==> src/sv/tqle_pkg.sv <==
// ----------------------------------------------------------------------------
// tqle_pkg
// Shared types, register indexes and codes for the tabular Q-learning engine.
// ----------------------------------------------------------------------------
package tqle_pkg;

  localparam int unsigned STATES_DEF  = 4096;
  localparam int unsigned ACTIONS_DEF = 9;
  localparam int unsigned SLOT_W      = 4;
  localparam int unsigned CFG_W       = 17;

  localparam logic [CFG_W-1:0] ONE_FRAC       = 17'd65536;
  localparam logic [CFG_W-1:0] LEARN_RATE_RST = 17'd6554;
  localparam logic [CFG_W-1:0] DISCOUNT_RST   = 17'd58982;

  localparam logic REG_LEARN_RATE = 1'b0;
  localparam logic REG_DISCOUNT   = 1'b1;

  localparam logic CMD_UPDATE = 1'b0;
  localparam logic CMD_SELECT = 1'b1;

  localparam logic [1:0] STATUS_OK       = 2'd0;
  localparam logic [1:0] STATUS_INVALID  = 2'd1;
  localparam logic [1:0] STATUS_NO_LEGAL = 2'd2;

  localparam logic [1:0] OUT_SEL     = 2'd0;
  localparam logic [1:0] OUT_INVALID = 2'd1;
  localparam logic [1:0] OUT_UPDATE  = 2'd2;

  typedef struct packed {
    logic               cmd;
    logic [11:0]        state_index;
    logic [3:0]         action_index;
    logic signed [31:0] reward;
    logic [11:0]        next_state_index;
    logic [15:0]        legal_mask;
    logic               terminal;
  } in_item_t;

  typedef struct packed {
    logic [3:0]         chosen_action;
    logic [1:0]         status;
    logic signed [31:0] q_value;
  } out_item_t;

  typedef struct packed {
    logic              load;
    logic              clr_we;
    logic              best_clr;
    logic              rd_en;
    logic              rd_act;
    logic [SLOT_W-1:0] rd_slot;
    logic              cmp_en;
    logic [SLOT_W-1:0] cmp_slot;
    logic              old_ld;
    logic              diff_ld;
    logic              prod2_ld;
    logic              wr_en;
    logic              out_ld;
    logic [1:0]        out_kind;
  } ctl_cmd_t;

  typedef struct packed {
    logic clr_done;
    logic is_select;
    logic act_invalid;
    logic terminal;
  } ctl_stat_t;

endpackage

==> src/sv/tqle_ctrl.sv <==
// ----------------------------------------------------------------------------
// tqle_ctrl
// Controller: clear sweep after reset, item sequencing and result strobe.
// ----------------------------------------------------------------------------
module tqle_ctrl #(
  parameter int unsigned ACTIONS = 9
) (
  input  logic                clk,
  input  logic                rst_n,
  input  logic                start,
  output logic                busy,
  input  tqle_pkg::ctl_stat_t stat,
  output tqle_pkg::ctl_cmd_t  cmd,
  output logic                out_valid
);

  import tqle_pkg::*;

  localparam logic [3:0] ST_CLEAR  = 4'd0;
  localparam logic [3:0] ST_IDLE   = 4'd1;
  localparam logic [3:0] ST_MODQ   = 4'd2;
  localparam logic [3:0] ST_MODR   = 4'd3;
  localparam logic [3:0] ST_SCAN   = 4'd4;
  localparam logic [3:0] ST_SCANL  = 4'd5;
  localparam logic [3:0] ST_SELOUT = 4'd6;
  localparam logic [3:0] ST_RDOLD  = 4'd7;
  localparam logic [3:0] ST_OLD    = 4'd8;
  localparam logic [3:0] ST_DIFF   = 4'd9;
  localparam logic [3:0] ST_MUL2   = 4'd10;
  localparam logic [3:0] ST_WRITE  = 4'd11;

  logic [3:0]        state_r, state_nxt;
  logic [SLOT_W-1:0] cnt_r, cnt_nxt;
  logic              cmp_v_r;
  logic [SLOT_W-1:0] cmp_slot_r;
  logic              out_valid_r;

  always_comb begin
    cmd          = '0;
    state_nxt    = state_r;
    cnt_nxt      = cnt_r;
    cmd.cmp_en   = cmp_v_r;
    cmd.cmp_slot = cmp_slot_r;
    case (state_r)
      ST_CLEAR: begin
        cmd.clr_we = 1'b1;
        if (stat.clr_done) begin
          state_nxt = ST_IDLE;
        end
      end
      ST_IDLE: begin
        if (start) begin
          cmd.load  = 1'b1;
          state_nxt = ST_MODQ;
        end
      end
      ST_MODQ: begin
        state_nxt = ST_MODR;
      end
      ST_MODR: begin
        cmd.best_clr = 1'b1;
        cnt_nxt      = '0;
        if (!stat.is_select && stat.act_invalid) begin
          cmd.out_ld   = 1'b1;
          cmd.out_kind = OUT_INVALID;
          state_nxt    = ST_IDLE;
        end else if (!stat.is_select && stat.terminal) begin
          state_nxt = ST_RDOLD;
        end else begin
          state_nxt = ST_SCAN;
        end
      end
      ST_SCAN: begin
        cmd.rd_en   = 1'b1;
        cmd.rd_slot = cnt_r;
        cnt_nxt     = cnt_r + SLOT_W'(1);
        if (cnt_r == SLOT_W'(ACTIONS - 1)) begin
          state_nxt = ST_SCANL;
        end
      end
      ST_SCANL: begin
        if (stat.is_select) begin
          state_nxt = ST_SELOUT;
        end else begin
          cmd.rd_en  = 1'b1;
          cmd.rd_act = 1'b1;
          state_nxt  = ST_OLD;
        end
      end
      ST_SELOUT: begin
        cmd.out_ld   = 1'b1;
        cmd.out_kind = OUT_SEL;
        state_nxt    = ST_IDLE;
      end
      ST_RDOLD: begin
        cmd.rd_en  = 1'b1;
        cmd.rd_act = 1'b1;
        state_nxt  = ST_OLD;
      end
      ST_OLD: begin
        cmd.old_ld = 1'b1;
        state_nxt  = ST_DIFF;
      end
      ST_DIFF: begin
        cmd.diff_ld = 1'b1;
        state_nxt   = ST_MUL2;
      end
      ST_MUL2: begin
        cmd.prod2_ld = 1'b1;
        state_nxt    = ST_WRITE;
      end
      ST_WRITE: begin
        cmd.wr_en    = 1'b1;
        cmd.out_ld   = 1'b1;
        cmd.out_kind = OUT_UPDATE;
        state_nxt    = ST_IDLE;
      end
      default: begin
        state_nxt = ST_IDLE;
      end
    endcase
  end

  always_ff @(posedge clk) begin
    if (!rst_n) begin
      state_r     <= ST_CLEAR;
      cnt_r       <= '0;
      cmp_v_r     <= 1'b0;
      cmp_slot_r  <= '0;
      out_valid_r <= 1'b0;
    end else begin
      state_r     <= state_nxt;
      cnt_r       <= cnt_nxt;
      cmp_v_r     <= (state_r == ST_SCAN);
      cmp_slot_r  <= cnt_r;
      out_valid_r <= cmd.out_ld;
    end
  end

  assign busy      = (state_r != ST_IDLE);
  assign out_valid = out_valid_r;

endmodule

==> config.mk <==
export PLATFORM = sky130hd
export DESIGN_NAME = tqle_ctrl
export DESIGN_NICKNAME = d
export VERILOG_FILES = /design/src/sv/tqle_pkg.sv /design/src/sv/tqle_ctrl.sv
export SDC_FILE = /design/constraint.sdc
export NUM_CORES = 1
export LEC_CHECK = 0
export BUFFER_PORTS_ARGS = -buffer_cell sky130_fd_sc_hd__buf_2
export CORE_MARGIN = 1
export CORE_UTILIZATION = 43
export DETAILED_ROUTE_END_ITERATION = 8
export PLACE_DENSITY = 0.74
export SLEW_MARGIN = 20
export SYNTH_ARGS = -nofsm -noshare
export SYNTH_HDL_FRONTEND = slang
export SYNTH_SLANG_ARGS = --single-unit
==> constraint.sdc <==
create_clock -name clk -period 1.5 [get_ports clk]
set_clock_uncertainty 0.1 [all_clocks]
set_input_delay 0 -clock clk [delete_from_list [all_inputs] [get_ports clk]]
set_output_delay 0 -clock clk [all_outputs]
set_load 0.02 [all_outputs]
Yosys cells after proc, flatten, opt, wreduce, memory -nomap -nowiden --
Index checks and enable logic that the tools add are counted.
Word-level totals: register bits 14, input port bits 7, logic and storage cells 51
Operators by class: add/sub/neg operators 1, eq/ne operators 16, mux-type cells 22, reductions and logical operators 7
Operators with widths (number):
- $pmux W4 S10 | 1
- $mux W4 | 6
- $eq A4 B4 Y1 const B | 5
- $eq A4 B3 Y1 const B | 4
- $pmux W3 S3 | 1
- $eq A4 B2 Y1 const B | 2
- $mux W1 | 8
- $pmux W4 S2 | 1
- $ne A2 B2 Y1 const B | 3
- $add A4 B1 Y4 const B | 1
- $eq A4 B1 Y1 const B | 1
- $logic_not A4 Y1 | 1
- $mux W2 | 2
- $ne A4 B1 Y1 const B | 1
- $pmux W1 S2 | 2
- $mux W3 | 1
- $reduce_and A3 Y1 | 1
- $logic_and A1 B1 Y1 | 2
- $reduce_bool A2 Y1 | 1
- $reduce_or A2 Y1 | 1
- $logic_not A1 Y1 | 1

Longest topological paths before layout --
Gate-level depths: netlist of the first run.
depth after elaboration 5, gate-level depth with buffers 6

Worst setup path before layout of the first run --
Ideal clock, no wire load.
path kind flip-flop to flip-flop, start point reg state_r[1], end point reg cnt_r[3], library setup time 115 ps, data arrival time 1163 ps, required time 1285 ps, slack 123 ps, stages on the path, launching flop included 5, path buffers 0, period minus slack after synthesis 1377 ps, cells stage by stage dfxtp_1 nor4b_4 nand4_1 and3_1 o21a_1
Between the ends: longest elaborated chain between the ends 2, elaborated cells between the ends (all ways) 4
Ends and longest elaborated chain:
- from (decl) | RTL line tqle_ctrl.sv:32 | logic [3:0] state_r, state_nxt;
- from (signal assigned) | RTL line tqle_ctrl.sv:132 | state_r <= state_nxt;
- $eq A4 B3 Y1 or $eq A4 B2 Y1 (tied branches) | RTL line tqle_ctrl.sv:44 | case (state_r)
- $pmux W4 S2 or $reduce_bool A2 Y1 (tied branches)
- to (signal assigned) | RTL line tqle_ctrl.sv:133 | cnt_r <= cnt_nxt;
- to (decl) | RTL line tqle_ctrl.sv:33 | logic [SLOT_W-1:0] cnt_r, cnt_nxt;
Several ways; a longest one is shown, not always the timed one. A chain may end at the register's enable or synchronous reset.

==> run metrics, run 1 <==
largest net degree at the start of global routing 14; Peak VDD IR 0.000663 V; sw frac 25.9%; synthesis warning total 0; Detailed Route WL 2030 um; number of vias in the routed layout 821; Comb power frac 13.6%; Slew Limit Fails 0; first-pass GRT wire length 3140 um; worst min path class input port to flop; Post-Syn Nets 110; hold wc startpoint stat[2]; Clock Path Buffers 2; pwr dens 634 nW/um2; drt pass-1 iters 4; initial antenna violation count 0; Seq pwr share 49.9%; CP Class flop to output port; Avg WL per Cell 12.2 um; total grt overflow 0; GPL Wtd Cong 0.896; I/O pin count 30; Int Power 565 uW; filler cell count 164; period utilisation layout 103%; Lkg Pwr 0.000588 uW; CTS Buf Count 3; DR iter-0 viols 15; P&R area growth vs syn 45.0%; Finished Core Util 68.3%; vias in the first global route 679; Netlist cell types 30; Port Buf Inserts 29; worst-case reg-to-reg path depth 6; worst skew pair latency 0.29 ns; initial core utilization 47.1%; DRC errors left 0; Worst Hold Depth 4; post-layout minimum cycle time 1.54 ns; worst slew pin tran 0.293 ns; max cap viols 0; CP arrival 1.44 ns; DRT antenna net count 0; vias per cell 4.95; total power 763 uW; endpoints failing hold 0; Worst Path Required 1.40 ns; Worst setup SP type flop; EDFF count, synth 0; Hold Path End state_r[3]; clk sinks 14; Clk Tree Root Cell clkbuf_4; Clock power frac 36.4%; Max-slew headroom 80.4%; overall global routing resource usage 21.3%; CP Capture Type output port; failing checks setup timing; ys flop type dfxtp_1; R2R setup slack 0 ns; H-Tree Depth 1; cell count after synthesis 101; Die ar. 2110 um2; n_diodes 0; sequential area share after synthesis 33.7%; CTS clock-pin slew for the worst setup and hold paths 0.09 ns; FF+latch count, synth 14; ys async rst share 0%; final worst-path setup slack -0.0411 ns; core area 1760 um2; post-DP HPWL 1380 um; worst-path fanout max 8; Critical Path Source state_r[0]; die height 46.0 um; Post-Syn Area 831 um2; Fmax 649 MHz; FF-to-FF End cnt_r[0]; share of layout cells above drive strength 1 44.7%; CTS tree yes; Net Sw Power 198 uW; NumNets Final 151; # setup viols final 5; Setup TNS Final -0.162 ns; die width 46.0 um; Reg-to-Reg Start state_r[0]; WHS 0.0448 ns; status finished with violations; Avg Cell Area, Syn 8.23 um2; Core Rows 15; RSZ-0062 raised after global routing yes
==> registers in the layout (all words and copies together) (netlist names) <==
| register | count |
|---|---|
| cmp_slot_r | 4 |
| cnt_r | 4 |
| state_r | 4 |
| cmp_v_r | 1 |
| out_valid | 1 |
==> through the flow <==
stage	cell area, um2	setup WS [ns]	std cells
after floorplan	831	0.123	101
after global placement	1040	0.0982	157
after detailed placement	1040	0.0708	157
after CTS	1160	-0.0260	165
after global routing	1200	-0.0856	166
final	1200	-0.0411	166
==> routing by layer <==
metal,vias to the layer above,GRT usage (%),wire length [um]
met4,0,8.82,28
met2,24,32.7,989
li1,417,-,-
met3,4,5.95,103
met1,376,27.8,907
met5,-,0,0
==> worst max path at each step <==
| stage | slack, ns | end | cells after the start |
|---|---|---|---|
| after floorplan | 0.12 | cnt_r[3] | 4 |
| after global placement | 0.1 | cnt_r[2] | 5 |
| after detailed placement | 0.07 | state_r[1] | 4 |
| after CTS | -0.03 | cmd[12] | 4 |
| after global routing | -0.09 | cmd[12] | 4 |
| final | -0.04 | cmd[12] | 4 |
==> area by class of cell <==
cell class	instances	area, um2	share of cell area (%)
multi-input combinational	74	522	43.3
timing repair buffer	43	300	24.9
sequential	14	293	24.3
clock buffer	4	36.3	3.01
tap	25	31.3	2.60
inverter	6	22.5	1.87
==> power groups by stage <==
stage	registers (uW)	clock network [uW]	logic (uW)
6_report	381	278	104
4_1_cts	384	281	95.9
3_5_place_dp	392	0	90.0
5_1_grt	382	308	113
2_1_floorplan	391	0	55.0
3_3_place_gp	391	0	88.5
==> placed cells by master (no fill, tap or decap), types with 5 or more instances in the layout <==
cell type  synthesis  layout
dfxtp_1           14      10
nand2b_1           5       5
buf_4              2      10
buf_2              4      23
and2_1            11       7
inv_1              6       6
and3_1             6       6
a21oi_1            5       5
nand2_1            6       6
buf_6              0       8
==> cells in the mapped netlist (2+ instances only) <==
master | n | area share, %
ha_1 | 2 | 3.0
buf_4 | 2 | 1.8
a21oi_1 | 5 | 3.0
and3_1 | 6 | 4.5
nand2b_1 | 5 | 3.8
nor2b_1 | 3 | 2.3
a211oi_1 | 2 | 1.8
nand3b_1 | 2 | 1.8
inv_1 | 6 | 2.7
nand3_1 | 3 | 1.8
nor3_1 | 5 | 3.0
a21boi_0 | 2 | 1.8
dfxtp_1 | 14 | 34
o21a_1 | 2 | 1.8
o21ai_0 | 3 | 1.8
and2_1 | 11 | 8.3
nor2_1 | 6 | 2.7
nand2_1 | 6 | 2.7
xnor2_1 | 2 | 2.1
buf_2 | 4 | 2.4
==> timing repair <==
action                                 4_1_cts  5_1_grt
buffers inserted                             1        1
cloned                                       1        0
pin swaps                                    1        2
endpoints found under the hold margin       13        0
gates resized for setup                     21       12
setup endpoints to repair                   12       18
hold buffers                                 2        0
==> cells by family (layout without fill, tap and decap cells) <==
logic type	Yosys count	count (layout)	share of synthesized area, %
fa+ha+maj	2	2	3.01
compound gates	15	15	11.1
xor+xnor	2	2	2.11
mux	1	1	1.20
buf+inv	13	53	7.38
flops	14	14	33.7
simple gates	54	54	41.4
==> worst max-delay path, cell delays in order (launching register included) <==
cell and delay (ns):
dfxtp_4 0.39, nor4b_4 0.34, buf_6 0.17, and2_4 0.14, buf_6 0.11
Note: power is estimated with default switching activity, not from simulation.
==> inputs of run 2 (changes only) <==
Settings changed: SKIP_CTS_REPAIR_TIMING set to 1.
==> run 2 against run 1 <==
The flow finishes with violations (hold timing, setup timing). Critical path depth unchanged. Via count increased by 0.97%. Combinational power about the same. Clock power about the same. Die area unchanged. Maximum frequency increased by 0.49%. Cell area decreased by 0.10%. Sequential power about the same. Final cell count unchanged. Critical path type unchanged. Critical endpoint unchanged. Largest power group unchanged.
==> run metrics, run 2 (synthesis gave the netlist of run 1 again) <==
Peak VDD IR 0.000577 V (-13%); Clock power frac 36.4% (about the same); initial core utilization 47.1% (unchanged); post-DP HPWL 1380 um (unchanged); total power 768 uW (+0.60%); first-pass GRT wire length 2890 um (-7.9%); Detailed Route WL 2010 um (-1.1%); CP Capture Type output port; GPL Wtd Cong 0.896 (unchanged); final worst-path setup slack -0.0335 ns (+0.00753 ns); worst skew pair latency 0.29 ns (about the same); drt pass-1 iters 4 (unchanged); H-Tree Depth 1 (unchanged); Critical Path Source state_r[0]; Port Buf Inserts 29 (unchanged); worst-case reg-to-reg path depth 4 (-2); post-layout minimum cycle time 1.53 ns (-0.00753 ns); initial antenna violation count 0 (unchanged); pwr dens 638 nW/um2 (+0.71%); M3 GR Usage 5.95% (unchanged); number of vias in the routed layout 829 (+0.97%); max cap viols 0 (unchanged); dpl cells 157 (unchanged); CTS Buf Count 3 (unchanged); # setup viols final 5 (unchanged); Int Power 568 uW (+0.51%); DR iter-0 viols 12 (-3); Largest regs cmp_slot_r: 4 flops, cnt_r: 4 flops, state_r: 4 flops; worst-path fanout max 6 (-2); Seq pwr share 49.7% (-0.2 points); grt met1 use 26.4% (-1.4 points); P&R area growth vs syn 44.9%; FF-to-FF End cnt_r[3]; Core Rows 15 (unchanged); commonest non-fill, non-tap cells in the layout buf_2 (22), buf_4 (13), dfxtp_1 (10); failing checks hold timing, setup timing; Fmax 652 MHz (+0.49%); CTS tree yes; layer with the highest usage met2; Avg WL per Cell 12.1 um (-1.1%); Lkg Pwr 0.000589 uW (+0.15%); DRC errors left 0 (unchanged); GR Util met2 28.2% (-4.5 points); total grt overflow 0 (unchanged); core area 1760 um2 (unchanged); DRT antenna net count 0 (unchanged); Clock Path Buffers 2 (unchanged); worst slew pin tran 0.278 ns (-0.0151 ns); Max-slew headroom 81.4% (+1.0 points); commonest non-fill, non-tap cell in the layout buf_2; share of layout cells above drive strength 1 46.8% (+2.1 points); Reg-to-Reg Start state_r[0]; status finished with violations; sw frac 26.0% (+0.072 points); CP Class flop to output port; die width 46.0 um (unchanged); CP Capture Point cmd[12]; vias per cell 4.99 (+0.97%); largest net degree at the start of global routing 14 (unchanged); worst min path class input port to flop; Die ar. 2110 um2 (unchanged); R2R setup slack 0.04 ns (+0.04 ns); die height 46.0 um (unchanged); overall global routing resource usage 19.5% (-1.8 points); Worst Path Required 1.40 ns (about the same); I/O pin count 30 (unchanged); period utilisation layout 102% (-0.50 points); clk sinks 14 (unchanged); Slew Limit Fails 0 (unchanged); vias in the first global route 640 (-5.7%); CP arrival 1.43 ns (about the same); endpoints failing hold 1 (+1); Worst setup SP type flop; Comb power frac 13.9% (+0.3 points); NumNets Final 151 (unchanged); Net Sw Power 200 uW (+0.88%); n_diodes 0 (unchanged); CTS clock-pin slew for the worst setup and hold paths 0.09 ns (about the same); Clk Tree Root Cell clkbuf_4; final cell count without fillers 166 (unchanged); WHS -0.0187 ns (-0.0636 ns); RSZ-0062 raised after global routing yes; filler cell count 172 (+4.9%)
## run 2: cell count changes in the layout (fill, tap and decap cells not counted), sizes merged
cell	delta
buf	+1
dlygate4sd3	-1
## run 2: per-layer routing
layer  up-vias  share of wire [%]
li1        419                  -
met1       388                 44
met2        20                 51
met3         2                4.5
met4         0               0.90
met5         -                  0
## run 2: cell type report
type,count,area (um2),area share (%)
Timing Repair Buffer,43,297,24.6
Inverter,6,22.5,1.87
Tap cell,25,31.3,2.60
Multi-Input combinational cell,74,527,43.8
Sequential cell,14,290,24.1
Clock buffer,4,36.3,3.01
## run 2: per-stage QoR
stage / setup TNS, ns / util [%] / hold WS [ns] / setup slack, ns / area (um2)
floorplan: 0 / - / 0.0525 / 0.123 / 831
global route: -0.584 / 68.2 / 0.0147 / -0.0859 / 1200
finish: -0.125 / 68.2 / -0.0187 / -0.0335 / 1200
global placement: 0 / 58.7 / 0.235 / 0.0982 / 1040
CTS: -0.811 / 60.8 / -0.0652 / -0.112 / 1070
detailed placement: 0 / 58.7 / 0.246 / 0.0708 / 1040
## run 2: worst min path at each step
stage	cells past startpoint	slack, ns	start	end
final	4	-0.02	start	state_r[0]
after detailed placement	2	0.25	rst_n	cnt_r[3]
after global routing	4	0.01	start	state_r[0]
after global placement	2	0.24	rst_n	cnt_r[3]
after floorplan	1	0.05	rst_n	state_r[2]
after CTS	2	-0.07	rst_n	cnt_r[3]
## run 2: power groups by stage
stage / logic (uW) / registers (uW) / clock network (uW)
final: 107 / 382 / 280
after detailed placement: 90.0 / 392 / 0
after global routing: 117 / 382 / 306
after global placement: 88.5 / 391 / 0
after floorplan: 55.0 / 391 / 0
after CTS: 90.3 / 384 / 281
## run 2: critical path, stage by stage (launching register included)
cell	delay (ns)
dfxtp_4	0.38
nor4b_4	0.34
buf_6	0.17
and2_4	0.14
buf_6	0.11
